--- src/sv/mau_pkg.sv ---
// Shared widths, register indexes and reset values for the attitude update block.
// No dependencies; every other file in sv/ imports this package.
package mau_pkg;

	localparam int QUAT_WIDTH_DEF = 32;

	localparam int RATE_W  = 32;
	localparam int ACCEL_W = 16;
	localparam int QUAT_W  = 32;

	localparam int GAIN_W = 18;
	localparam int HP_W   = 24;

	localparam int CFG_IDX_W  = 2;
	localparam int CFG_DATA_W = 24;

	localparam logic [CFG_IDX_W-1:0] REG_PROP_GAIN     = 2'd0;
	localparam logic [CFG_IDX_W-1:0] REG_INTEGRAL_GAIN = 2'd1;
	localparam logic [CFG_IDX_W-1:0] REG_HALF_PERIOD   = 2'd2;

	localparam logic [GAIN_W-1:0] PROP_GAIN_RST     = 18'd11141;
	localparam logic [GAIN_W-1:0] INTEGRAL_GAIN_RST = 18'd262;
	localparam logic [HP_W-1:0]   HALF_PERIOD_RST   = 24'd8389;

	// datapath widths
	localparam int MUL_W  = 36;
	localparam int ACC_W  = 66;
	localparam int SQ_IN_W = 64;
	localparam int ROOT_W = 32;
	localparam int DVD_W  = 64;

	typedef logic signed [MUL_W-1:0] mop_t;
	typedef logic signed [ACC_W-1:0] acc_t;

endpackage

--- src/sv/mau_mul.sv ---
// Shared signed multiplier with a registered product.
// Depends on mau_pkg for the operand type width.
module mau_mul #(
	parameter int W = mau_pkg::MUL_W
) (
	input  logic                  clk,
	input  logic signed [W-1:0]   a,
	input  logic signed [W-1:0]   b,
	output logic signed [2*W-1:0] p
);
	import mau_pkg::*;

	logic signed [2*W-1:0] p_q;

	always_ff @(posedge clk) begin
		p_q <= a * b;
	end

	assign p = p_q;

endmodule

--- config.mk ---
export PLATFORM = sky130hd
export DESIGN_NAME = mau_mul
export DESIGN_NICKNAME = d
export VERILOG_FILES = /design/src/sv/mau_pkg.sv /design/src/sv/mau_mul.sv
export SDC_FILE = /design/constraint.sdc
export NUM_CORES = 2
export LEC_CHECK = 0
export CAP_MARGIN = 20
export CELL_PAD_IN_SITES_DETAIL_PLACEMENT = 1
export CELL_PAD_IN_SITES_GLOBAL_PLACEMENT = 1
export CORE_MARGIN = 3
export CORE_UTILIZATION = 58
export DETAILED_ROUTE_END_ITERATION = 10
export DONT_BUFFER_PORTS = 1
export GPL_ROUTABILITY_DRIVEN = 0
export PLACE_DENSITY = 0.9
export SLEW_MARGIN = 20
export SYNTH_ARGS = -nofsm -noshare
export SYNTH_HDL_FRONTEND = slang
export SYNTH_SLANG_ARGS = --single-unit
--- constraint.sdc ---
create_clock -name clk -period 14.1 [get_ports clk]
set_input_delay 2.82 -clock clk [delete_from_list [all_inputs] [get_ports clk]]
set_output_delay 2.82 -clock clk [all_outputs]
set_load 0.005 [all_outputs]
Word-level counts from Yosys, hierarchy flattened
Cells that the tools add are included.
- multipliers: 1
- operators by type and width (kind ; count):
    $mul A36 B36 Y72 ; 1
- output and inout port bits: 72
- bits in registers: 72

Logic depth before layout (Yosys ltp)
- depth after elaboration: 1
- gate-level depth with buffers: 30
- depth with buffers taken out: 27

Worst setup path before layout
No wires, ideal clock.
- path kind: input port to flip-flop
- start: in a[35]
- end: reg p_q[69] (netlist: p[69])
- stages: 22
- path buffers: 3
- path slack: 3.902 ns
- data arrival time: 10.068 ns
- setup time: 0.131 ns
- data required time: 13.969 ns
- path through: clkbuf_1 > clkbuf_1 > nand2_1 > inv_1 > fa_1 > fa_1 > fa_1 > fa_1 > fa_1 > fa_1 > fa_1 > fa_1 > ha_1 > clkbuf_1 > a21o_1 > a21o_1 > a21oi_1 > nand2_1 > and3_1 > a211oi_1 > o31ai_1 > xor2_1
- word-level cells in the longest chain between the ends: 1
- ends and longest elaborated chain (what ; RTL line ; text):
    start, declared ; mau_mul.sv:7 ; input logic signed [W-1:0] a,
    $mul A36 B36 Y72 ; mau_mul.sv:16 ; p_q <= a * b;
    end signal, assigned ; mau_mul.sv:16 ;
    end, declared ; mau_mul.sv:13 ; logic signed [2*W-1:0] p_q;
Every way passes these cells.

Final worst setup path
- start: in b[15]
- end: reg p_q[70] (netlist: p[70])
- word-level cells in the longest chain between the ends: 1
- ends and longest elaborated chain (what ; RTL line ; text):
    start, declared ; mau_mul.sv:8 ; input logic signed [W-1:0] b,
    $mul A36 B36 Y72 ; mau_mul.sv:16 ;
Every way passes these cells.

==> summary.md <==
| Metric | Value |
|---|---|
| Status | completed |
| Post-synth EDFFs | 0 |
| Syn_area_per_cell | 9.29 um2 |
| DRT Pass-1 Iters | 7 |
| CTS Buf Count | 9 |
| Final Max Tran Viols | 0 |
| Clock sink total | 72 |
| WL/cell | 32.3 um |
| Mapped Cells | 5,104 |
| Clock Path Buffers | 2 |
| Sequential element share of the synthesized area | 3.04% |
| Die area | 85,200 um2 |
| Final instance area | 48,000 um2 |
| Total Routing Usage GR | 46.5% |
| Synth cell types | 65 |
| First-pass GRT wire length | 289,000 um |
| DRC Markers | 0 |
| Hold buffers post-CTS | 0 |
| Grt ovf | 0 |
| Die Wd | 292 um |
| Fin Setup TNS | 0 ns |
| Highest Clock Rate | 90.2 MHz |
| Initial antenna violation count | 7 |
| CTS clk-pin slew, worst paths | 0.07 ns |
| Critical path startpoint category | input pin |
| Critical path type | in -> reg |
| Worst hold path type | in -> reg |
| Iter 0 DRT Violations | 4,010 |
| PortBufs | 0 |
| Final setup violation count | 0 |
| Syn nets | 6,775 |
| Share of post-route cells with drive strength above 1 | 0.746% |
| Routed Antenna Nets | 0 |
| Nets | 6,493 |
| DP Wirelength | 144,000 um |
| Main synth FF type | dfxtp_1 |
| Crit path DAT | 11.40 ns |
| Worst Hold Launch | a[0] |
| Cell Area, Synth | 47,400 um2 |
| Vias in the first global route | 45,400 |
| Fin. Hold Viols | 0 |
| Final Hold Slack | 2.58 ns |
| Final wirelength | 190,000 um |
| Worst Tran Pin Value | 1.07 ns |
| Yosys Warn Count | 0 |
| Critical path peak fanout | 36 |
| Post-CTS setup buffers | 0 |
| TritonCTS clock tree | yes |
| Clock root cell | clkbuf_16 |
| RSZ-0062 raised after global routing | false |
| Endpoint, Worst Hold | p[0] |
| Post-route clock period utilization | 78.6% |
| DR vias/cell | 6.35 |
| Core area | 80,800 um2 |
| Post-synthesis async set-or-reset flop share | 0% |
| IO Pins | 145 |
| Standard-cell rows | 104 |
| Total of max-cap violations | 0 |
| Crit path required time | 14.42 ns |
| Relative slew slack | 28.1% |
| Area added between synthesis and finish | 1.19% |
| Min Tclk post-route | 11.08 ns |
| Worst hold path depth | 1 |
| Crit. End Element | flip-flop |
| Post-synthesis register bit count | 72 |
| Largest net degree at the start of global routing | 38 |
| Largest register FFs | 72 |
| Number of vias in the routed layout | 37,400 |
| Gates resized, CTS repair | 0 |
| Initial core utilization | 58.7% |
| Cell area after placement | 47,600 um2 |
| Htree depth | 3 |
| DIE HEIGHT | 292 um |
==> worst max-delay path, stage by stage <==
cell      delay, ns
and2_1         0.45
fa_1           0.70
fa_1           0.61
inv_1          0.07
fa_1           0.54
inv_1          0.06
fa_1           0.48
fa_1           0.71
fa_1           0.55
fa_1           0.54
inv_1          0.08
fa_1           0.51
inv_1          0.05
ha_1           0.42
a21oi_1        0.28
o21ai_0        0.17
a311oi_1       0.78
o22ai_1        0.33
nor2_1         0.16
o31ai_1        0.10
a21oi_1        0.47
o311ai_0       0.25
a32oi_1        0.18
==> per-stage QoR <==
stage,setup slack (ns),util [%],std cells
after floorplan,3.90,-,5104
after global placement,3.28,59.0,5871
after detailed placement,3.11,59.0,5871
after CTS,3.42,59.4,5887
after global routing,2.83,59.4,5888
final,3.02,59.4,5891
==> final cells by class <==
class | instances | area (um2)
antenna | 4 | 10.0
clock buffer | 10 | 239
clock inverter | 6 | 91.3
fill | 9048 | 32800
inverter | 1344 | 5040
multi-input combinational | 3395 | 39800
sequential | 72 | 1440
tap | 1060 | 1330
==> cells by family after synthesis <==
group,synth area share [%]
flip-flops,3.04
multiplexers,0.0448
adder cells (fa/ha/maj),64.0
buffers and inverters,13.0
AO/OA/AOI/OAI,3.09
AND/OR/NAND/NOR,15.4
XOR/XNOR,1.48
==> routing by layer <==
| layer | up-vias | GRT usage, % | part of all wire (%) |
|---|---|---|---|
| met3 | 1378 | 17.1 | 12 |
| met2 | 3069 | 72.8 | 46 |
| met1 | 19200 | 49.2 | 30 |
| li1 | 13800 | - | - |
| met4 | 8 | 42.2 | 12 |
| met5 | - | 1.27 | 0.063 |
==> cells in the final DEF (no fill, tap or decap), types with 36 or more instances in the layout <==
cell	netlist	final
a21oi_1	69	69
ha_1	219	219
nor2b_1	36	36
inv_1	1344	1343
nand2_1	760	760
a21o_1	37	37
and2_1	559	559
xnor2_1	52	52
fa_1	1379	1378
nor2_1	43	43
dfxtp_1	72	72
==> synth_stat cells, types with 2 or more instances <==
master    instances  share of area [%]
clkbuf_1        287                2.3
or3_1             3              0.040
a21oi_1          69               0.73
o21bai_1         10               0.16
nor2b_1          36               0.47
o21ai_2           2              0.037
a21boi_1          3              0.047
a41oi_1           3              0.055
a211oi_1          8               0.13
o21a_1            7               0.11
nand2b_1         12               0.16
dfxtp_1          72                3.0
o311ai_0          3              0.055
nand4_1          20               0.26
a311oi_1          3              0.055
a31oi_1           9               0.12
ha_1            219                5.8
buf_2             5              0.053
xor2_1           28               0.52
a21o_1           37               0.59
fa_1           1379                 58
o22ai_1           2              0.026
o21ai_1          15               0.16
o31ai_1           3              0.047
xnor2_1          52               0.96
a32oi_1           2              0.037
nor2_1           43               0.34
and2_1          559                7.4
o41ai_1           3              0.055
and4_1            2              0.037
inv_1          1344                 11
o211ai_1          4              0.063
nor4_1            2              0.026
o21ai_0          29               0.31
nand3_1          18               0.19
or3_4             2              0.047
o31a_1            2              0.037
nor3_1           11               0.12
nand2_1         760                6.0
and3_1            7              0.092
or2_2             5              0.066
==> worst max-delay path by stage <==
| stage | start | to | slack [ns] |
|---|---|---|---|
| finish | b[15] | p[70] | 3.02 |
| global placement | a[35] | p[70] | 3.28 |
| CTS | a[35] | p[70] | 3.42 |
| detailed placement | a[35] | p[70] | 3.11 |
| floorplan | a[35] | p[69] | 3.90 |
| global route | a[22] | p[70] | 2.83 |
Power is left out: the tool's default activity adds up to more than one toggle a clock period on the data nets, which glitch-free logic cannot reach.
