[config.mk]
export PLATFORM = sky130hd
export DESIGN_NAME = mau_isqrt
export DESIGN_NICKNAME = d
export VERILOG_FILES = /design/src/sv/mau_pkg.sv /design/src/sv/mau_isqrt.sv
export SDC_FILE = /design/constraint.sdc
export NUM_CORES = 1
export LEC_CHECK = 0
export BUFFER_PORTS_ARGS = -buffer_cell sky130_fd_sc_hd__buf_2
export CAP_MARGIN = 10
export CORE_ASPECT_RATIO = 0.75
export CORE_MARGIN = 5
export CORE_UTILIZATION = 55
export DETAILED_ROUTE_END_ITERATION = 7
export PLACE_DENSITY = 0.76
export SLEW_MARGIN = 20
export SYNTH_ARGS = -nofsm -noshare
export SYNTH_HDL_FRONTEND = slang
export SYNTH_SLANG_ARGS = --single-unit
[constraint.sdc]
create_clock -name clk -period 6.7 [get_ports clk]
set_input_delay 0 -clock clk [delete_from_list [all_inputs] [get_ports clk]]
set_output_delay 0 -clock clk [all_outputs]
set_load 0.05 [all_outputs]
[src/sv/mau_pkg.sv]
// Shared widths, register indexes and reset values for the attitude update block.
// No dependencies; every other file in sv/ imports this package.
package mau_pkg;

	localparam int QUAT_WIDTH_DEF = 32;

	localparam int RATE_W  = 32;
	localparam int ACCEL_W = 16;
	localparam int QUAT_W  = 32;

	localparam int GAIN_W = 18;
	localparam int HP_W   = 24;

	localparam int CFG_IDX_W  = 2;
	localparam int CFG_DATA_W = 24;

	localparam logic [CFG_IDX_W-1:0] REG_PROP_GAIN     = 2'd0;
	localparam logic [CFG_IDX_W-1:0] REG_INTEGRAL_GAIN = 2'd1;
	localparam logic [CFG_IDX_W-1:0] REG_HALF_PERIOD   = 2'd2;

	localparam logic [GAIN_W-1:0] PROP_GAIN_RST     = 18'd11141;
	localparam logic [GAIN_W-1:0] INTEGRAL_GAIN_RST = 18'd262;
	localparam logic [HP_W-1:0]   HALF_PERIOD_RST   = 24'd8389;

	// datapath widths
	localparam int MUL_W  = 36;
	localparam int ACC_W  = 66;
	localparam int SQ_IN_W = 64;
	localparam int ROOT_W = 32;
	localparam int DVD_W  = 64;

	typedef logic signed [MUL_W-1:0] mop_t;
	typedef logic signed [ACC_W-1:0] acc_t;

endpackage

[src/sv/mau_isqrt.sv]
// Iterative floor integer square root, one result bit per cycle.
// Depends on mau_pkg for default widths.
module mau_isqrt #(
	parameter int IN_W  = mau_pkg::SQ_IN_W,
	parameter int OUT_W = mau_pkg::ROOT_W
) (
	input  logic             clk,
	input  logic             arst_n,
	input  logic             start,
	input  logic [IN_W-1:0]  arg,
	output logic             done,
	output logic [OUT_W-1:0] root
);
	import mau_pkg::*;

	localparam int CNT_W = $clog2(OUT_W);

	logic [IN_W-1:0]  v_q, r_q, b_q;
	logic [IN_W-1:0]  rb;
	logic             take;
	logic [CNT_W-1:0] cnt_q;
	logic             busy_q, done_q;

	assign rb   = r_q + b_q;
	assign take = (v_q >= rb);

	always_ff @(posedge clk or negedge arst_n) begin
		if (!arst_n) begin
			busy_q <= 1'b0;
			done_q <= 1'b0;
			cnt_q  <= '0;
		end else begin
			done_q <= !start && busy_q && (cnt_q == CNT_W'(OUT_W - 1));
			if (start) begin
				busy_q <= 1'b1;
				cnt_q  <= '0;
			end else if (busy_q) begin
				cnt_q <= cnt_q + 1'b1;
				if (cnt_q == CNT_W'(OUT_W - 1))
					busy_q <= 1'b0;
			end
		end
	end

	always_ff @(posedge clk) begin
		if (start) begin
			v_q <= arg;
			r_q <= '0;
			b_q <= IN_W'(1) << (IN_W - 2);
		end else if (busy_q) begin
			if (take) begin
				v_q <= v_q - rb;
				r_q <= (r_q >> 1) + b_q;
			end else begin
				r_q <= r_q >> 1;
			end
			b_q <= b_q >> 2;
		end
	end

	assign done = done_q;
	assign root = r_q[OUT_W-1:0];

endmodule

Yosys cells after proc, flatten, opt, wreduce, memory -nomap -nowiden
Cells that the tools add are included.
Storage, ports and cells
  register bits: 167
  latch bits: 0
  RAM bits: 0
  memory bits (read-only): 0
  bits of input ports: 67
  output and inout bits: 33
  word-level logic and storage cells: 27
  memories: 0
Cells by class
  $add $sub $neg: 4
  multipliers: 0
  div/mod/pow operators: 0
  order comparisons: 1
  equal/unequal tests: 1
  shift-type cells: 0
  muxes and demuxes: 9
  bitwise operators: 0
  reductions and logical operators: 6
Operators by type and width (number)
  $mux 64: 4
  $add 63x63->64: 1
  $add 64x63->64: 1
  $ge 64x64->1: 1
  $sub 64x64->64: 1
  $mux 5: 2
  $add 5x1->5 const B: 1
  $eq 5x5->1 const B: 1
  $reduce_bool 2->1: 2
  $mux 1: 3
  $logic_and 1x1->1: 2
  $reduce_and 2->1: 1
  $logic_not 1->1: 1

Longest topological paths before layout
Gate-level depths: netlist (run 1).
  depth after elaboration: 5
  gate-level depth with buffers: 25
  mapped depth without buffers: 23

Least setup slack after synthesis (run 1)
Ideal clock, no wire load.
  path type: flip-flop to flip-flop
  start: register r_q[10]
  end: register v_q[0] (enable)
  library setup time: 0.424 ns
  arrival time: 6.280 ns
  data required time: 6.276 ns
  setup slack: -0.003 ns
  cell stages (with the launch flop): 22
  path buffers: 2
  period minus slack after synthesis: 6.703 ns
  cells stage by stage: dfxtp_1 -> ha_1 -> a311o_1 -> a41o_1 -> a221oi_1 -> o21ai_1 -> a211oi_1 -> o21bai_1 -> a31oi_1 -> nor3_1 -> nor2_1 -> xor2_1 -> ha_1 -> clkbuf_1 -> nand4_1 -> or3_1 -> or4_1 -> nand3_1 -> and2_4 -> buf_2 -> nand2_1 -> nand2_1
Between the ends
  word-level cells in the longest chain between the ends: 4
Ends and longest elaborated chain
  from (decl): RTL line mau_isqrt.sv:18  | logic [IN_W-1:0] v_q, r_q, b_q;
  from (signal assigned): RTL line mau_isqrt.sv:53  | r_q <= (r_q >> 1) + b_q;
  from (signal assigned): RTL line mau_isqrt.sv:55  | r_q <= r_q >> 1;
  $add 64x63->64: RTL line mau_isqrt.sv:24  | assign rb = r_q + b_q;
  $ge 64x64->1: RTL line mau_isqrt.sv:25  | assign take = (v_q >= rb);
  $reduce_bool 2->1 (no line)
  $reduce_and 2->1 (no line)
  to (signal assigned): RTL line mau_isqrt.sv:47  | v_q <= arg;
  to (signal assigned): RTL line mau_isqrt.sv:52  | v_q <= v_q - rb;
  to (decl): RTL line mau_isqrt.sv:18
Every way passes these cells.
A chain may end at the register's enable or synchronous reset.

Final worst setup path (run 1)
  start: register r_q[12]
  end: register v_q[31] (enable)
The elaborated chain is that of the path after synthesis.

==> out/results.txt, run 1 <==
After clock tree synthesis, the clock-pin slew on the worst setup and hold paths is 0.08 ns. For the worst flop-to-flop path, the logic depth is 20. In the synthesized netlist the async set-or-reset flop fraction comes to 4.19%. The die is 157 um tall. The maximum clock rate is 159 MHz. 0 antenna diodes ended up in the layout. The total congestion overflow after global routing is 0, and the top fanout value on the critical path is 64. The final setup slack of the worst path was 0.423 ns. Row generation in the floorplan step produced 53 rows. In this run the post-CTS setup repair buffer count came out at 0. TritonCTS created 17 clock buffers. The mean area per synthesized cell was 7.75 um^2.

On the critical path, the stage with the largest delay is an instance of nor4_1. Data on the critical path is required at its endpoint by 6.80 ns. The area fraction of the dominant cell type after synthesis came out at 12.1%. The growth of design area from synthesis to finish was 11.0%. The part of the cycle the worst path needs is 93.7%, and the post-route DRC violation count is 0. TritonCTS built the clock tree.

STA classifies the critical path endpoint as a register. The most common cell type on the critical path is nand2_1. The reported max-cap violation count is 0.

The clock period minus worst slack was 6.28 ns; the via count normalized by instance count was 6.27. The share of the Yosys chip area taken by registers is 25.4%. Dividing the detail-routed wire length by the instance count gives 19.3 um. The tools report the total of fill cells in the finished design as 2,507. For the number of antenna violations at the first check in global routing, the log shows 0.

Across all hold checks on the routed design, the worst slack comes to 0.0408 ns. The synthesized design contains 167 register bits. Initial standard-cell utilization of the core: 56.2%.

Hold path endpoint: v_q[41]$_DFFE_PP_. Counting distinct cell types in the post-synthesis netlist gives 89. The analysis attributes to cell leakage a power of 0.00715 uW.

Summing all non-filler instances in the final layout gives an area of 17,600 um^2. The critical path goes through ha_1, nand2_1, nor4_1, a31oi_1, a2111oi_1, buf_4, o21ai_0, a31oi_1, a31o_2, nand2_1, xor2_1, ha_1, nand4_1, or3_1, or4_1, nand3_1, and2_4, nand2_1, nand2_2, buf_12. The final-report hold violation count is 0, and the die area is 32,300 um^2. The tools report the number of nets in the layout as 2,302. Total number of vias: 15,700. In this run the critical register-to-register path is launched from r_q[12]$_SDFFE_PP0P_.

The number of global-route vias before repair is 14,000, and the count of pins on the block boundary is 100. Global routing used 29.2% of the available tracks across all layers. Counting every net in the synthesized netlist gives 2,242. The total area inside the core boundary comes to 28,200 um^2. The tools report the worst relative slew slack as 34.9%.

Setup repair after global routing left no endpoint under its margin. The tools report the source of the worst hold timing path as arg[41]. Synthesis produced 2,042 cells. Cells with a size suffix above 1 make up 9.83% of the layout. Entering global routing, the biggest net connects 83 pins. The logs give 0.0131 ns for the post-route clock skew and 2,217 for the initial DRC count.

By area the synthesized netlist is led by dfxtp_1, edfxtp_1, ha_1, nand2_1, o21ai_0. At the worst endpoint, the arrival time is 6.38 ns. The path category of the worst min-delay check was in2reg.

The worst hold path passes through 4 cells. The longest clock path from root to sink contains 2 buffers. The register-to-register path setup slack is 0.42 ns, and the mapped cell area is 15,800 um^2. The H-tree generated during clock tree synthesis spans 4 levels. In the final timing run, aggregate negative setup slack is 0 ns. Flip-flop cell with the highest count after synthesis: dfxtp_1.

For the pin with the worst max-slew slack, the measured transition is 0.967 ns. The congestion estimate from routability-driven global placement came to 0.932. The critical path start-end classification is reg2reg.

STA classifies the critical path startpoint as a register. Once placement finished, the instance area stood at 16,300 um^2. The number of detailed-routing iterations run before antenna repair was 6; the number of synthesized flops with an enable pin was 64. For the count of final setup violators, the log shows 0. VDD sags by at most 0.000254 V. Most common library cell in the layout ignoring fill and taps: nand2_1.

For the power after layout, the log shows 7290 uW. The cell type with the largest total area after synthesis was dfxtp_1. Once detail routing completed, the nets flagged for antenna violations numbered 0. The endpoint identified for the worst register-to-register timing path is v_q[31]$_DFFE_PP_. CTS saw 167 sinks. The count of final max-slew check failures is 0, and the post-placement setup slack is 0.357 ns. Number of warning messages in the yosys log: 0. From left edge to right edge, the die measures 206 um. Leaving out fill and tap cells, the most frequent cells in the layout are nand2_1, nor2_1, o21ai_0. The flow ran to the end, and the final reports show no timing, DRC or antenna violations.

For this design the ratio of total power to cell area is 415 nW/um^2. The first global-routing pass estimated 76,000 um of wire. The wire-length estimate of the detail-placed layout is 36,000 um. The sum of routed wire length over all layers is 48,200 um. The peak per-stage delay on the critical path came out at 0.63 ns. At the later pin of the worst-skew pair, clock insertion delay measures 0.46 ns. The number of buffers inserted by port buffering was 99. Clock tree synthesis selected as its root buffer the cell clkbuf_16.
==> critical path, delay by kind of cell, from the launching register on <==
kind,cells,cell delay (ns)
adders and majority gates,2,0.89
DFF,1,0.42
AOI/OAI and AO/OA,5,1.36
and+or+nand+nor,10,2.43
buffers and inverters,2,0.47
xor gates and xnor gates,1,0.21
==> per-stage QoR <==
stage / instances / utilization (%)
after floorplan: 2042 / -
after global placement: 2402 / 57.9
after detailed placement: 2402 / 57.9
after CTS: 2500 / 62.3
after global routing: 2500 / 62.3
final: 2500 / 62.3
==> cell families (layout without fill, tap and decap cells) <==
logic type / after synthesis / in the layout / share of synthesized area, %
adders and majority gates: 133 / 133 / 10.6
xor gates and xnor gates: 162 / 162 / 8.96
DFF: 167 / 167 / 25.4
muxes: 46 / 46 / 2.94
and+or+nand+nor: 682 / 682 / 19.4
buffers and inverters: 196 / 269 / 5.57
AOI/OAI and AO/OA: 656 / 656 / 27.2
==> synth_stat cells, drive strengths merged (12+ instances only) <==
cell type / number
nand2: 260
nor2: 205
o21ai: 176
a21oi: 147
ha: 132
clkbuf: 99
dfxtp: 96
xnor2: 85
xor2: 77
edfxtp: 64
a31oi: 60
inv: 51
nand4: 48
a21o: 45
buf: 45
mux2i: 42
nand3: 40
a211oi: 37
o21bai: 30
a31o: 20
nor3: 20
and3: 18
nor4: 17
o31ai: 17
o211ai: 16
o21a: 16
a221oi: 15
nor2b: 14
and2: 13
or3: 13
nand2b: 12
==> power breakdown <==
group | switching (uW) | internal (uW)
clock | 490 | 548
combinational | 2840 | 1720
sequential | 223 | 1470
==> worst max-delay path by stage <==
stage	start	to	slack, ns	cells after the start
6_report	r_q[12]$_SDFFE_PP0P_	v_q[31]$_DFFE_PP_	0.42	20
5_1_grt	r_q[12]$_SDFFE_PP0P_	v_q[31]$_DFFE_PP_	0.05	20
4_1_cts	r_q[2]$_SDFFE_PP0P_	r_q[58]$_SDFFE_PP0P_	0.30	22
3_5_place_dp	r_q[2]$_SDFFE_PP0P_	r_q[58]$_SDFFE_PP0P_	0.36	22
3_3_place_gp	r_q[2]$_SDFFE_PP0P_	r_q[58]$_SDFFE_PP0P_	0.63	22
2_1_floorplan	r_q[10]$_SDFFE_PP0P_	v_q[0]$_DFFE_PP_	0.59	21
==> area by class of cell <==
cell class	instances	area [um^2]	area share (%)
well taps	385	482	2.74
inverters	52	195	1.11
clock inverters	12	126	0.719
clock buffers	20	458	2.61
multi-input cells	1679	10900	62.2
repair buffers	185	1350	7.68
flip-flops and latches	167	4020	22.9
==> state kept, by name (all words and copies together) (netlist names) <==
signal  count
r_q        64
v_q        64
b_q        32
cnt_q       5
busy_q      1
done        1
==> timing repair <==
item                       in CTS  in global routing
resized for setup               0                  2
hold buffers                   66                  0
setup endpoints to repair       0                111
hold endpoints to repair       86                  0
==> per-layer routing <==
metal	vias to the layer above	part of all wire [%]	GRT usage (%)
met2	808	39	40.4
met5	-	0	0
met4	0	1.1	4.84
met3	44	11	6.12
met1	7235	48	46.8
li1	7576	-	-
Power figures use the tool's default switching activity.
==> run 2, diff against run 1 <==
- GPL_TIMING_DRIVEN: not set -> 0
==> run 2 against run 1 <==
  * Clock power about the same
  * Worst setup slack worse by 0.20 ns
  * Core utilization up 2.1 points
  * Non-clock buffer count is 123 higher
  * Sequential cell count stayed put
  * Clock-buffer cell count unchanged
  * Highest routed layer unchanged
==> out/results.txt, run 2 (synthesis results as in run 1) <==
The library cell used as clock root buffer was clkbuf_16. Worst-path cell with the longest stage delay: or4_1. The number of antenna diodes in the final layout is 0.

Across the run, the number of max-cap violations was 0. The area of the core region is 28,200 um^2. Detailed placement finished with a half-perimeter wire length of 42,600 um. For this block, the routed nets add up to 56,900 um of wire.

For the register-to-register path setup slack, the log shows 0.22 ns. The tools report the source of the worst hold timing path as arg[41]. The number of buffers inserted by port buffering was 98; the number of non-filler instances in the completed layout was 2,623. The number of antenna violations at the first check in global routing is 0. The die outline width is 206 um. TritonCTS built the clock tree. After routing the design area is 18,200 um^2.

The die extent in y is 157 um, and the number of cell rows is 53. The number of nets in the layout came out at 2,425. Startpoint type of the worst setup path: a register. The via count normalized by instance count works out to 6.45.

The run finished with clean final reports. Power per unit of standard cell area: 421 nW/um^2. The most common library cell in the layout ignoring fill and taps was nand2_1. Transition time at the pin with the least slew margin: 1.12 ns. The capturing point of the worst reg2reg path was v_q[19]$_DFFE_PP_.

The peak ir drop on the vdd network is 0.000279 V. The growth of design area from synthesis to finish is 14.7%, and the setup TNS after final layout is 0 ns. The worst path uses 96.7% of the clock period. The critical path is of the reg2reg type. Once placement completed, the tool counted placed cells totaling 2,526.

The tools report the data required time of the worst path as 6.87 ns. The congestion estimate from routability-driven global placement came to 0.967. The routed layout has 16,900 vias. The library cells used most frequently in the layout, excluding fill and tap cells, are nand2_1, nor2_1, o21ai_0. Counting cells, the worst reg-to-reg path comes to 21.

The worst pin sits at a relative slew slack of 25.0%. The die area was 32,300 um^2; the clock transition at the registers of the reported paths was 0.08 ns. The analysis attributes to cell leakage a power of 0.00741 uW. Walking the worst path, the cells encountered are ha_1, a311o_1, a41o_1, a221oi_2, o21ai_1, a211oi_1, o21bai_1, a31oi_2, o21a_1, xor2_1, ha_1, clkbuf_1, nand4_1, or3_1, or4_1, nand3_1, and2_4, buf_2, nand2_2, nand2_8, buf_16. 100 I/O pins were placed.

The maximum number of pins on one net before global-route repair was 52; the maximum clock rate was 154 MHz. The number of clock buffers added by TritonCTS is 17. The logs give 0 for the count of final setup violators and 6.65 ns for the worst endpoint data arrival time. The H-tree was split into 4 levels. For this configuration, the core starts out at a cell density of 56.2%.

The total congestion overflow after global routing is 0. Element type at the critical path end: a register. The run gives 2 as the maximum number of buffers from clock root to sink. Among the stages of the critical path, the cell type that occurs most often is ha_1. Counting every sink on the clock net gives 167. In this design, the stage delay of the slowest critical-path cell is 0.48 ns. The initial DRC count is 2,133, and the per-cell routed wire length is 21.7 um. Setup repair after global routing left no endpoint under its margin. The tools report the global-route total usage across every layer as 34.4%. The path category of the worst min-delay check is in2reg. Across the routed clock network, the largest skew measured is 0.0189 ns.

The post-route netlist has 10.8% of its cells at a drive strength greater than 1. After detailed placement, the total cell area comes to 16,800 um^2. The worst hold path was traced through 4 stages. For the worst-skew pair, the clock arrives at the later sink with an insertion delay of 0.48 ns.

Before antenna repair, the detailed router went through 7 iterations. The largest registers in the layout are r_q x64, v_q x64, b_q x32. The count of final max-slew check failures was 0; the post-detailed-route count of antenna-violating nets was 0.

In the routed design, unresolved DRC markers number 0. The path with the worst hold slack has its endpoint at v_q[41]$_DFFE_PP_. The beginning of the worst register-to-register path was r_q[10]$_SDFFE_PP0P_.

The clock period minus worst slack is 6.48 ns. The number of global-route vias before repair is 15,700. The run gives 0 as the final-report hold violation count.

The power after layout was 7650 uW; the wire length of the first global-routing pass was 87,000 um. The layout has 2,473 filler cells. The top fanout value on the critical path works out to 26.
==> run 2: cell count changes in the layout (fill, tap and decap cells not counted), moves of 2 or more <==
cell / before / now
buf_6: 1 / 3
a31oi_1: 60 / 58
inv_6: 4 / 7
buf_4: 17 / 34
a31oi_2: 0 / 2
buf_12: 3 / 0
clkbuf_2: 0 / 3
clkbuf_1: 2 / 96
buf_1: 0 / 4
buf_2: 98 / 102
==> run 2: critical path: cells and delay by family (launching register included) <==
family | cells | cell delay [ns]
AOI/OAI and AO/OA | 8 | 2.30
and+or+nand+nor | 7 | 1.85
buffers and inverters | 3 | 0.77
adders and majority gates | 2 | 0.54
DFF | 1 | 0.38
xor gates and xnor gates | 1 | 0.29
==> run 2: worst max-delay path by stage <==
| stage | end | start | slack (ns) | depth (start not counted) |
|---|---|---|---|---|
| 2_1_floorplan | v_q[0]$_DFFE_PP_ | r_q[10]$_SDFFE_PP0P_ | 0.59 | 21 |
| 3_3_place_gp | v_q[1]$_DFFE_PP_ | r_q[2]$_SDFFE_PP0P_ | -0.98 | 23 |
| 3_5_place_dp | v_q[1]$_DFFE_PP_ | r_q[2]$_SDFFE_PP0P_ | -0.32 | 22 |
| 4_1_cts | v_q[19]$_DFFE_PP_ | r_q[10]$_SDFFE_PP0P_ | 0.002 | 22 |
| 5_1_grt | r_q[44]$_SDFFE_PP0P_ | r_q[10]$_SDFFE_PP0P_ | 0.01 | 22 |
| 6_report | v_q[19]$_DFFE_PP_ | r_q[10]$_SDFFE_PP0P_ | 0.22 | 21 |
==> run 2: final cells by class <==
type	count	area (um^2)	share of cell area, %
Clock buffer	20	447	2.46
Tap cell	385	482	2.65
Buffer	141	681	3.75
Sequential cell	167	4020	22.1
Multi-Input combinational cell	1679	11000	60.5
Clock inverter	12	130	0.717
Timing Repair Buffer	167	1210	6.68
Inverter	52	195	1.07
==> run 2: timing repair <==
item	in CTS	in global routing
hold endpoints to repair	70	0
resized for setup	5	11
setup buffers	0	1
pin swaps	0	1
cloned	0	2
hold buffers	65	0
endpoints found under the setup margin	108	105
==> run 2: through the flow <==
step | hold WS, ns | setup WS, ns | util, %
after floorplan | -0.296 | 0.593 | -
final | 0.100 | 0.219 | 64.4
after global placement | -0.163 | -0.984 | 59.6
after global routing | 0.107 | 0.0143 | 64.4
after detailed placement | -0.159 | -0.324 | 59.7
after CTS | 0.0863 | 0.00169 | 64.2
==> run 2: where the power goes <==
part / internal (uW) / switching, uW
sequential: 1470 / 198
clock: 536 / 499
combinational: 1790 / 3150
==> run 2: routing by layer <==
metal  global-route usage [%]  up-vias  wire length [um]
li1                         -     7839                 -
met1                     51.2     7907             25100
met2                     50.0     1072             23200
met3                     8.63       99              7260
met4                     8.61        0              1370
met5                        0        -                 0
