`src/sv/mau_pkg.sv`:
```
// Shared widths, register indexes and reset values for the attitude update block.
// No dependencies; every other file in sv/ imports this package.
package mau_pkg;

	localparam int QUAT_WIDTH_DEF = 32;

	localparam int RATE_W  = 32;
	localparam int ACCEL_W = 16;
	localparam int QUAT_W  = 32;

	localparam int GAIN_W = 18;
	localparam int HP_W   = 24;

	localparam int CFG_IDX_W  = 2;
	localparam int CFG_DATA_W = 24;

	localparam logic [CFG_IDX_W-1:0] REG_PROP_GAIN     = 2'd0;
	localparam logic [CFG_IDX_W-1:0] REG_INTEGRAL_GAIN = 2'd1;
	localparam logic [CFG_IDX_W-1:0] REG_HALF_PERIOD   = 2'd2;

	localparam logic [GAIN_W-1:0] PROP_GAIN_RST     = 18'd11141;
	localparam logic [GAIN_W-1:0] INTEGRAL_GAIN_RST = 18'd262;
	localparam logic [HP_W-1:0]   HALF_PERIOD_RST   = 24'd8389;

	// datapath widths
	localparam int MUL_W  = 36;
	localparam int ACC_W  = 66;
	localparam int SQ_IN_W = 64;
	localparam int ROOT_W = 32;
	localparam int DVD_W  = 64;

	typedef logic signed [MUL_W-1:0] mop_t;
	typedef logic signed [ACC_W-1:0] acc_t;

endpackage

```
`src/sv/mau_div.sv`:
```
// Restoring unsigned divider, one quotient bit per cycle.
// Depends on mau_pkg for default widths.
module mau_div #(
	parameter int DVD_W = mau_pkg::DVD_W,
	parameter int DVS_W = mau_pkg::ROOT_W
) (
	input  logic             clk,
	input  logic             arst_n,
	input  logic             start,
	input  logic [DVD_W-1:0] dividend,
	input  logic [DVS_W-1:0] divisor,
	output logic             done,
	output logic [DVD_W-1:0] quotient
);
	import mau_pkg::*;

	localparam int CNT_W = $clog2(DVD_W);

	logic [DVD_W-1:0] quo_q;
	logic [DVS_W-1:0] rem_q, dvs_q;
	logic [DVS_W:0]   rem_sh, diff;
	logic             ge;
	logic [CNT_W-1:0] cnt_q;
	logic             busy_q, done_q;

	assign rem_sh = {rem_q, quo_q[DVD_W-1]};
	assign diff   = rem_sh - {1'b0, dvs_q};
	assign ge     = (rem_sh >= {1'b0, dvs_q});

	always_ff @(posedge clk or negedge arst_n) begin
		if (!arst_n) begin
			busy_q <= 1'b0;
			done_q <= 1'b0;
			cnt_q  <= '0;
		end else begin
			done_q <= !start && busy_q && (cnt_q == CNT_W'(DVD_W - 1));
			if (start) begin
				busy_q <= 1'b1;
				cnt_q  <= '0;
			end else if (busy_q) begin
				cnt_q <= cnt_q + 1'b1;
				if (cnt_q == CNT_W'(DVD_W - 1))
					busy_q <= 1'b0;
			end
		end
	end

	always_ff @(posedge clk) begin
		if (start) begin
			quo_q <= dividend;
			rem_q <= '0;
			dvs_q <= divisor;
		end else if (busy_q) begin
			rem_q <= ge ? diff[DVS_W-1:0] : rem_sh[DVS_W-1:0];
			quo_q <= {quo_q[DVD_W-2:0], ge};
		end
	end

	assign done     = done_q;
	assign quotient = quo_q;

endmodule

```
`config.mk`:
```
export PLATFORM = sky130hd
export DESIGN_NAME = mau_div
export DESIGN_NICKNAME = d
export VERILOG_FILES = /design/src/sv/mau_pkg.sv /design/src/sv/mau_div.sv
export SDC_FILE = /design/constraint.sdc
export NUM_CORES = 1
export LEC_CHECK = 0
export ABC_AREA = 1
export BUFFER_PORTS_ARGS = -buffer_cell sky130_fd_sc_hd__buf_4
export CAP_MARGIN = 20
export CORE_MARGIN = 3
export CORE_UTILIZATION = 52
export CTS_BUF_LIST = sky130_fd_sc_hd__clkbuf_4 sky130_fd_sc_hd__clkbuf_8
export DETAILED_ROUTE_END_ITERATION = 6
export PLACE_DENSITY = 0.81
export SLEW_MARGIN = 20
export SYNTH_ARGS = -nofsm -noshare
export SYNTH_HDL_FRONTEND = slang
export SYNTH_SLANG_ARGS = --single-unit
```
`constraint.sdc`:
```
create_clock -name clk -period 2.75 [get_ports clk]
set_input_delay 0.55 -clock clk [delete_from_list [all_inputs] [get_ports clk]]
set_output_delay 0.55 -clock clk [all_outputs]
set_load 0.1 [all_outputs]
```
After elaboration in Yosys (flattened, before gate mapping)
Index checks and enable logic that the tools add are counted.
- register bits after elaboration: 136
- input bits: 99
- output and inout port bits: 65
- logic and storage cells: 22
- add/sub/neg operators: 2
- $lt $le $gt $ge: 1
- eq/ne operators: 1
- mux-type cells: 8
- reduce and logical (&&, ||, !) cells: 4
- operators by type and width (cell ; count):
    $mux W64 ; 2
    $ge A33 B32 Y1 ; 1
    $mux W32 ; 1
    $sub A32 B32 Y32 ; 1
    $mux W6 ; 2
    $add A6 B1 Y6 const B ; 1
    $eq A6 B6 Y1 const B ; 1
    $mux W1 ; 3
    $logic_and A1 B1 Y1 ; 2
    $reduce_bool A2 Y1 ; 1
    $logic_not A1 Y1 ; 1

Longest topological paths before layout
Gate-level depths: netlist of run 1.
- depth in word-level cells: 4
- mapped depth: 17

Worst setup path after synthesis of run 1
OpenSTA, ideal clock, no wires.
- path type: input to register
- start point: input start
- end point: register quo_q[0] (netlist: quotient[0]), enable pin
- arrival time: 2664 ps
- setup slack: -369 ps
- stages on the path: 3
- buffers on the path: 1
- cells stage by stage: nor2_1 -> inv_1 -> clkbuf_1
- word-level cells in the longest chain between the ends: 1
- RTL lines (element ; line ; text):
    from (decl) ; mau_div.sv:9 ; input logic start,
    $reduce_bool A2 Y1 (no line) ; n/a ;
    to (signal assigned) ; mau_div.sv:50 ; quo_q <= dividend;
    to (signal assigned) ; mau_div.sv:55 ; quo_q <= {quo_q[DVD_W-2:0], ge};
    to (decl) ; mau_div.sv:19 ; logic [DVD_W-1:0] quo_q;
No other way between the ends.
A chain may end at the register's enable or synchronous reset.

Final worst setup path of run 1
- start point: register dvs_q[21]
- end point: register rem_q[28]
- word-level cells in the longest chain between the ends: 2
- elaborated cells between the ends (all ways): 3
- RTL lines (element ; line ; text):
    from (decl) ; mau_div.sv:20 ; logic [DVS_W-1:0] rem_q, dvs_q;
    from (signal assigned) ; mau_div.sv:52 ; dvs_q <= divisor;
    $sub A32 B32 Y32 / $ge A33 B32 Y1 (equally long branches) ; mau_div.sv:27, mau_div.sv:28 ;
    $mux W32 * ; mau_div.sv:54 ; rem_q <= ge ? diff[DVS_W-1:0] : rem_sh[DVS_W-1:0];
    to (signal assigned) ; mau_div.sv:54 ;
    to (decl) ; mau_div.sv:20 ;
Mark *: on every way between the ends. The rest lies on a longest branch, timed or not.

==> results of run 1 <==
-- timing repair --
item,4_1_cts,5_1_grt
endpoints found under the setup margin,0,0
hold buffers,1,0
hold endpoints to repair,8,0
-- metrics by stage --
step,std cells,setup slack (ns)
4_1_cts,1517,0.3232
3_5_place_dp,1484,0.3532
3_3_place_gp,1484,0.4316
5_1_grt,1517,0.08491
6_report,1517,0.3496
2_1_floorplan,1129,0.1312
-- layout make-up --
class / instances / area (um2)
clock buffers: 22 / 284.0
flip-flops and latches: 136 / 3724
well taps: 211 / 264.0
clock inverters: 10 / 121.4
inverters: 185 / 694.4
repair buffers: 174 / 1334
fillers: 1396 / 5259
multi-input cells: 779 / 3635
-- power breakdown --
group          total [mW]  switching (mW)  internal (mW)
registers            2.70           0.187           2.51
clock network        1.71           0.825          0.889
logic                3.83            2.59           1.24
total                8.25            3.61           4.64
-- worst max-delay path by stage --
stage | cells past startpoint | end | start | slack [ns]
2_1_floorplan | 15 | rem_q[24]$_SDFFE_PP0P_ | quotient[63]$_DFFE_PP_ | 0.13
3_3_place_gp | 13 | rem_q[29]$_SDFFE_PP0P_ | dvs_q[8]$_DFFE_PP_ | 0.43
3_5_place_dp | 11 | rem_q[1]$_SDFFE_PP0P_ | dvs_q[21]$_DFFE_PP_ | 0.35
4_1_cts | 11 | rem_q[28]$_SDFFE_PP0P_ | dvs_q[21]$_DFFE_PP_ | 0.32
5_1_grt | 13 | rem_q[26]$_SDFFE_PP0P_ | dvs_q[12]$_DFFE_PP_ | 0.08
6_report | 11 | rem_q[28]$_SDFFE_PP0P_ | dvs_q[21]$_DFFE_PP_ | 0.35
-- cells in the final DEF (no fill, tap or decap), types with 14 or more instances in the layout --
cell type / instances
ha_1: 33
nand3_1: 82
buf_4: 171
edfxtp_1: 96
a21oi_1: 22
inv_1: 182
nor2_1: 48
nand2_1: 506
dfxtp_1: 32
clkbuf_8: 19
nand3b_1: 14
-- metal layers --
layer  up-vias  global-route usage  part of all wire
met2       232              0.4284              0.48
li1       3833                   -                 -
met1      3342              0.3008              0.41
met3        47             0.08499             0.083
met4         0             0.08401             0.025
met5         -                   0                 0
-- state kept, by name, indices dropped and copies added (netlist names) --
register,cells
dvs_q,32
done,1
rem_q,32
cnt_q,6
quotient,64
busy_q,1
-- worst max-delay path, delay by kind of cell (launching register included) --
family,cells,cell delay (ns)
AND/OR/NAND/NOR,9,1.51
adder cells (fa/ha/maj),1,0.40
flip-flops,1,0.34
buffers and inverters,1,0.05
-- kinds of logic (layout without fill, tap and decap cells) --
group,count (synthesis),in the layout,share of synthesized area
adder cells (fa/ha/maj),34,34,0.05278
XOR/XNOR,14,14,0.01495
buffers and inverters,214,391,0.1030
flip-flops,136,136,0.4539
AO/OA/AOI/OAI,47,47,0.03188
AND/OR/NAND/NOR,684,684,0.3435
==> metrics, run 1 <==
count of cell types in the netlist=37; synth cell count leaders=506 x nand2_1, 183 x inv_1, 96 x edfxtp_1, 82 x nand3_1, 48 x nor2_1; Cell Rows=45; worst path required time=3.10 ns; DR pass1 iterations=5; Peak VDD IR=0.4783 mV; most common cell in the synthesized netlist=nand2_1; YS warnings=0; Critical Path End Type=flop; Fin Setup TNS=0 ns; antenna-violating nets left=0; Startpoint Class=flop; Total GRT Usage=0.2522; post-CTS resize count=0; min Tclk post-route=2.400 ns; layout cell share with drive strength beyond 1=0.1692; hold depth=1; Pleak=5.404 nW; Initial Utilization=0.5356; initial antenna violation count=0; Die Ht=131.6 um; root buffer cell=clkbuf_8; top cell type by total area after synthesis=edfxtp_1; Final Core Density=0.6566; fin nets=1,426; postcts setup bufs=0; min-delay src=divisor[9]; Most used DFF post-synth=edfxtp_1; Synth async-reset ratio=0.05882; H-tree Lvls=4; Setup Skew=0.01316 ns; Area Overhead vs Synth=22.59%; fin crit share=0.8729; post-synthesis net count=1,262; Final Hold Fails=0; WL final=21,440 um; cells along the critical path=inv_1, ha_1, nand2_1, nor2_1, nand2_1, nor3_1, nand2_2, nand2_4, nand3_1, nand2_1, nand2_1; largest net degree at the start of global routing=97; CP max stage cell=ha_1; n_diodes=0; Post-synth EDFFs=96; unrepaired setup endpoints after global routing=no; Rel. slew slack=0.5966; pwr dens=820.1 nW/um2; r2r endpoint=rem_q[28]$_SDFFE_PP0P_; DR vias=7,454; Final GP Congestion=0.9672; Buffers on Ports=163; Initial DRC Count=499; Final Power=8.247 mW; most area-consuming cells after synthesis=edfxtp_1 35%, nand2_1 23%, inv_1 8.4%; core area=15,310 um2; Worst-path clk slew=0.09 ns; Hold Path Class=input pin to flop; clock buffer count from CTS=17; CTS Buffer Depth=2; Fmax=416.6 MHz; data arrival time of the worst path=2.75 ns; I/O Pins=164; cell count after synthesis=1,129; gr ovfl total=0; Finished Cell Area=10,060 um2; slowest stage delay, CP=0.40 ns; syn_area_per_cell=7.266 um2; first-pass GRT wire length=35,650 um; Max Cap Viol=0; top cell type's share of synthesized area=0.3514; vias in the first global route=7,504; Hold WS=0.2573 ns; most used cell, CP=nand2_1; Synth Register Bits=136; worst slew pin tran=0.6042 ns; DIE AREA=17,320 um2; Hold Crit Endpoint=dvs_q[9]$_DFFE_PP_; Seq/Total Area, Yosys=0.4539; hpwl dp=16,100 um; via/cell ratio=4.914; reg2reg setup slack=0.35 ns; CTS Sinks=136; CTS tree=built; Max FO, Critical Path=32; chip width=131.6 um; Slew Limit Fails=0; routed wire length per instance=14.13 um; Worst R2R Start=dvs_q[21]$_DFFE_PP_; DRC violations left=0; Cell Area, Placed=9641 um2; status=finished, final reports clean; clk_lat worst skew=0.46 ns; crit path kind=flop to flop; Setup-failing EPs final=0; area of the mapped netlist=8203 um2; R2R cell count=11
Note: power is estimated with default switching activity, not from simulation.
==> run 2: changes to the inputs <==
CORE_ASPECT_RATIO = 1.1   (was not set)
RECOVER_POWER = 100   (was not set)
==> run 2 against run 1 <==
  * Sequential power is essentially flat
  * Design area shrank 3.1%
  * Clock-buffer cell count shrank 1
  * Cell count shrank 0.92%
  * First-iteration DRC count grew 0.20%
  * Critical path depth is the same
  * Register-to-register slack gained 0.05 ns
  * Wire length shrank 2.9%
  * Sequential share of layout area grew 1.2 points
  * Critical path type unchanged
  * Critical endpoint is now rem_q[4]$_SDFFE_PP0P_
==> metrics, run 2 (same netlist as run 1, synthesis figures left out) <==
commonest non-fill, non-tap cell in the layout=nand2_1; min Tclk post-route=2.352 ns (-0.04841 ns); Cell Rows=47 (+4.4%); met3 routed WL=1511 um (-15%); Pleak=5.140 nW (-4.9%); slowest stage delay, CP=0.39 ns (about the same); most frequent cells in the layout=506 x nand2_1, 184 x inv_1, 96 x edfxtp_1; Die Ht=137.7 um (+4.7%); hold bufs inserted after CTS=1 (unchanged); Final Power=8.101 mW (-1.8%); chip width=125.8 um (-4.4%); worst path required time=3.07 ns (-0.03 ns); Buffers on Ports=163 (unchanged); final non-filler cell total=1,503 (-0.92%); largest net degree at the start of global routing=54 (-44%); post-CTS resize count=0 (unchanged); clk_lat worst skew=0.46 ns (about the same); hpwl dp=15,730 um (-2.3%); CP max stage cell=ha_1; unrepaired setup endpoints after global routing=no; Fin Setup TNS=0 ns (unchanged); fin nets=1,427 (+0.070%); postcts setup bufs=0 (unchanged); Peak VDD IR=0.4582 mV (-4.2%); Critical Path End Type=flop; Initial Utilization=0.5386 (+0.002948); first-pass GRT wire length=34,220 um (-4.0%); fin crit share=0.8553 (-0.01760); H-tree Lvls=4 (unchanged); wire length on met2=9932 um (-3.2%); Final Core Density=0.6395 (-0.01709); Largest register FFs=64 (unchanged); antenna-violating nets left=0 (unchanged); vias in the first global route=7,150 (-4.7%); routed wire length per instance=13.85 um (-2.0%); layout cell share with drive strength beyond 1=0.1155 (-0.05369); Area Overhead vs Synth=18.75%; Hold Path Class=input pin to flop; root buffer cell=clkbuf_8; DIE AREA=17,320 um2 (about the same); Finished Cell Area=9741 um2 (-3.1%); initial antenna violation count=1 (+1); Max FO, Critical Path=32 (unchanged); Final Hold Fails=0 (unchanged); cells along the critical path=inv_1, ha_1, nand2_1, nor2_1, nand2_1, nor3_1, nand2_2, nand2_4, nand2_1, nand3_1, o21ai_0; placed cell count=1,470 (-0.94%); status=finished, final reports clean; Setup Skew=0.01342 ns (+0.0002513 ns); Cell Area, Placed=9642 um2 (about the same); Worst Path Buf+Inv=1 (unchanged); CTS Buffer Depth=2 (unchanged); clock buffer count from CTS=17 (unchanged); DR top layer=met5; M1 WL=8787 um (-0.77%); Max Cap Viol=0 (unchanged); CTS Sinks=136 (unchanged); Hold WS=0.2844 ns (+0.02710 ns); gr ovfl total=0 (unchanged); I/O Pins=164 (unchanged); most used cell, CP=nand2_1; data arrival time of the worst path=2.67 ns (-0.08 ns); Rel. slew slack=0.1893 (-0.4073); Fmax=425.2 MHz (+2.1%); DR pass1 iterations=5 (unchanged); final worst setup slack=0.3980 ns (+0.04841 ns); WL final=20,820 um (-2.9%); crit path kind=flop to flop; core area=15,230 um2 (-0.55%); DR vias=7,385 (-0.93%); CTS tree=built; worst slew pin tran=1.221 ns (+0.6171 ns); Slew Limit Fails=0 (unchanged); DRC violations left=0 (unchanged); pwr dens=831.7 nW/um2 (+1.4%); Setup-failing EPs final=0 (unchanged); via/cell ratio=4.914 (about the same); Startpoint Class=flop; Initial DRC Count=500 (+0.20%); pre-CTS WS=0.4373 ns (+0.08418 ns); Worst-path clk slew=0.09 ns (about the same); n_diodes=0 (unchanged); Final GP Congestion=1.014 (+4.8%); Top delay family on crit path=simple AND/OR/NAND/NOR gates; Total GRT Usage=0.2485 (-0.003694)
-- run 2: cell count changes in the layout (fill, tap and decap cells not counted), sizes merged --
cell      delta
clkbuf     +103
buf        -103
inv          +2
clkinvlp     -1
-- run 2: routing by layer --
layer	vias to the layer above	track usage
met3	39	0.07561
met1	3284	0.2936
met5	-	0
met4	2	0.09654
met2	224	0.4281
li1	3836	-
-- run 2: layout make-up --
cell class / instances / area, um2
timing repair buffer: 175 / 1052
tap: 196 / 245.2
inverter: 185 / 694.4
fill: 1393 / 5490
clock buffer: 21 / 270.3
multi-input combinational: 779 / 3632
clock inverter: 11 / 122.6
sequential: 136 / 3724
-- run 2: worst paths after layout --
check | from | end | slack [ns] | cells past startpoint
max reg2reg | dvs_q[21]$_DFFE_PP_ | rem_q[4]$_SDFFE_PP0P_ | 0.40 | 11
max in group asynchronous | arst_n | cnt_q[4]$_DFFE_PN0P_ | 1.84 | 2
max | dvs_q[21]$_DFFE_PP_ | rem_q[4]$_SDFFE_PP0P_ | 0.40 | 11
min | divisor[16] | dvs_q[16]$_DFFE_PP_ | 0.28 | 1
min in group asynchronous | arst_n | cnt_q[5]$_DFFE_PN0P_ | 0.59 | 2
min reg2reg | rem_q[22]$_SDFFE_PP0P_ | rem_q[22]$_SDFFE_PP0P_ | 0.48 | 2
-- run 2: report_power, final --
part,internal (mW),leakage [nW],switching (mW)
registers,2.51,1.39,0.182
logic,1.15,3.55,2.56
clock network,0.863,0.207,0.835
-- run 2: worst register-to-register path, delay by kind of cell (launching register included) --
family,cells,cell delay [ns]
DFF,1,0.32
and+or+nand+nor,8,1.35
buffers and inverters,1,0.04
AOI/OAI and AO/OA,1,0.10
adders and majority gates,1,0.39
==> run 3: changes to the inputs <==
GPL_ROUTABILITY_DRIVEN = 0   (was not set)
RECOVER_POWER = 50   (was 100)
==> run 3 against run 2 <==
  * Design area is 3.2% higher
  * Flip-flop and latch count is the same
  * Largest cell class unchanged
  * Sequential share of layout area down 1.2 points
  * Cell count increased by 0.20%
  * Register-to-register slack about the same
  * Worst hold slack gained 0.0088 ns
  * Wire length increased by 0.20%
  * First-iteration DRC count is 6.2% lower
  * Critical path depth up 2
==> metrics, run 3 (same netlist as run 1, synthesis figures left out) <==
Fmax=423.8 MHz (-0.33%); Final Power=8.380 mW (+3.4%); Clock power frac=0.219 (+0.009); Area Overhead vs Synth=22.57%; CTS Buffer Depth=2 (unchanged); commonest non-fill, non-tap cell in the layout=nand2_1; Hold Path Class=input pin to flop; slowest stage delay, CP=0.37 ns (-0.02 ns); Slew Limit Fails=0 (unchanged); data arrival time of the worst path=2.66 ns (about the same); fin nets=1,430 (+0.21%); WL final=20,860 um (+0.20%); Layout fillers=1,298 (-6.8%); Largest register FFs=64 (unchanged); hpwl dp=15,460 um (-1.7%); Buffers on Ports=163 (unchanged); Startpoint Class=flop; initial antenna violation count=0 (-1); core area=15,230 um2 (unchanged); hold depth=1 (unchanged); Cell Rows=47 (unchanged); Initial DRC Count=469 (-6.2%); Setup Skew=0.01451 ns (+0.001094 ns); Final Hold Fails=0 (unchanged); clock buffer count from CTS=17 (unchanged); routed wire length per instance=13.85 um (about the same); unrepaired setup endpoints after global routing=no; Worst-path clk slew=0.08 ns (about the same); n_diodes=0 (unchanged); Rel. slew slack=0.08933 (-0.09994); R2R cell count=13 (+2); status=finished, final reports clean; root buffer cell=clkbuf_8; Setup-failing EPs final=0 (unchanged); pre-CTS WS=0.2790 ns (-0.1584 ns); DR vias=7,566 (+2.5%); crit path kind=flop to flop; via/cell ratio=5.024 (+2.2%); pwr dens=833.4 nW/um2 (+0.21%); Initial Utilization=0.5386 (unchanged); CP max stage cell=ha_1; most used cell, CP=nand2_1; largest net degree at the start of global routing=55 (+1.9%); I/O Pins=164 (unchanged); worst slew pin tran=1.366 ns (+0.1447 ns); antenna-violating nets left=0 (unchanged); Pint=4.774 mW (+5.6%); Max FO, Critical Path=32 (unchanged); Final Core Density=0.6602 (+0.02062); DRC violations left=0 (unchanged); chip width=125.8 um (unchanged); final worst setup slack=0.3902 ns (-0.007849 ns); H-tree Lvls=4 (unchanged); worst path required time=3.05 ns (-0.02 ns); gr ovfl total=0 (unchanged); combinational share of power=0.459 (about the same); min Tclk post-route=2.360 ns (+0.007849 ns); DR pass1 iterations=5 (unchanged); Pleak=5.400 nW (+5.0%); Total GRT Usage=0.2460 (-0.002566); sequential share of power=0.322 (-0.011); Die Ht=137.7 um (unchanged); DIE AREA=17,320 um2 (unchanged); CTS tree=built; vias in the first global route=7,537 (+5.4%); Fin Setup TNS=0 ns (unchanged); clk_lat worst skew=0.45 ns (about the same); post-CTS resize count=0 (unchanged); cells along the critical path=inv_1, ha_1, nand2_1, nor2_1, nand2_1, nor2_1, nand2_2, nor2_4, nor2_4, nand2_4, nand2_1, nand3_1, o21ai_1; fin crit share=0.8581 (+0.002854); most frequent cells in the layout=506 x nand2_1, 184 x inv_1, 139 x buf_4; Hold WS=0.2931 ns (+0.008781 ns); switching share of power=0.4303 (-0.01153); Max Cap Viol=0 (unchanged); CTS Sinks=136 (unchanged); first-pass GRT wire length=34,560 um (+0.99%); Peak VDD IR=0.4555 mV (-0.60%); Critical Path End Type=flop; layout cell share with drive strength beyond 1=0.1664 (+0.05088); P_sw=3.606 mW (+0.74%)
[run 3: cell type report]
class                           instances  area, um2  share of cell area
Clock buffer                           18      241.5             0.02402
Clock inverter                         14      195.2             0.01941
Inverter                              185      694.4             0.06906
Multi-Input combinational cell        779       3635              0.3615
Sequential cell                       136       3724              0.3703
Tap cell                              196      245.2             0.02439
Timing Repair Buffer                  178       1320              0.1313
[run 3: power by group through the flow]
stage                     Combinational [mW]  Clock [mW]  Sequential, mW
after floorplan                         2.31           0            3.38
after global placement                  3.71           0            2.73
after detailed placement                3.77           0            2.73
after CTS                               3.79        1.87            2.70
after global routing                    4.27        1.97            2.74
final                                   3.84        1.84            2.70
[run 3: critical path: cells and delay by family, from the launching register on]
family	cells	cell delay [ns]
buf+inv	1	0.04
fa+ha+maj	1	0.37
compound gates	1	0.08
simple gates	10	1.37
flops	1	0.33
[run 3: stage by stage]
step | instances | instance area, um2
after floorplan | 1129 | 8204
after global placement | 1470 | 9617
after detailed placement | 1470 | 9617
after CTS | 1503 | 10060
after global routing | 1506 | 10050
final | 1506 | 10050
[run 3: path summary, 6_finish.rpt]
check                                          to  slack (ns)                   start
setup / recovery            rem_q[5]$_SDFFE_PP0P_        0.39     dvs_q[25]$_DFFE_PP_
hold / removal                 dvs_q[5]$_DFFE_PP_        0.29              divisor[5]
setup reg to reg            rem_q[5]$_SDFFE_PP0P_        0.39     dvs_q[25]$_DFFE_PP_
hold reg to reg            rem_q[21]$_SDFFE_PP0P_        0.47  rem_q[21]$_SDFFE_PP0P_
max in group asynchronous          done$_DFF_PN0_        1.86                  arst_n
min in group asynchronous    cnt_q[3]$_DFFE_PN0P_        0.58                  arst_n
[run 3: routing by layer]
metal | track usage | part of all wire | vias to the layer above
met4 | 0.09952 | 0.026 | 0
met1 | 0.2925 | 0.41 | 3411
met3 | 0.07290 | 0.080 | 41
li1 | - | - | 3851
met2 | 0.4209 | 0.48 | 263
met5 | 0 | 0 | -
[run 3: repair_timing]
action	in CTS	in global routing
hold endpoints to repair	8	0
setup buffers	0	3
setup endpoints to repair	0	1
hold buffers	1	0
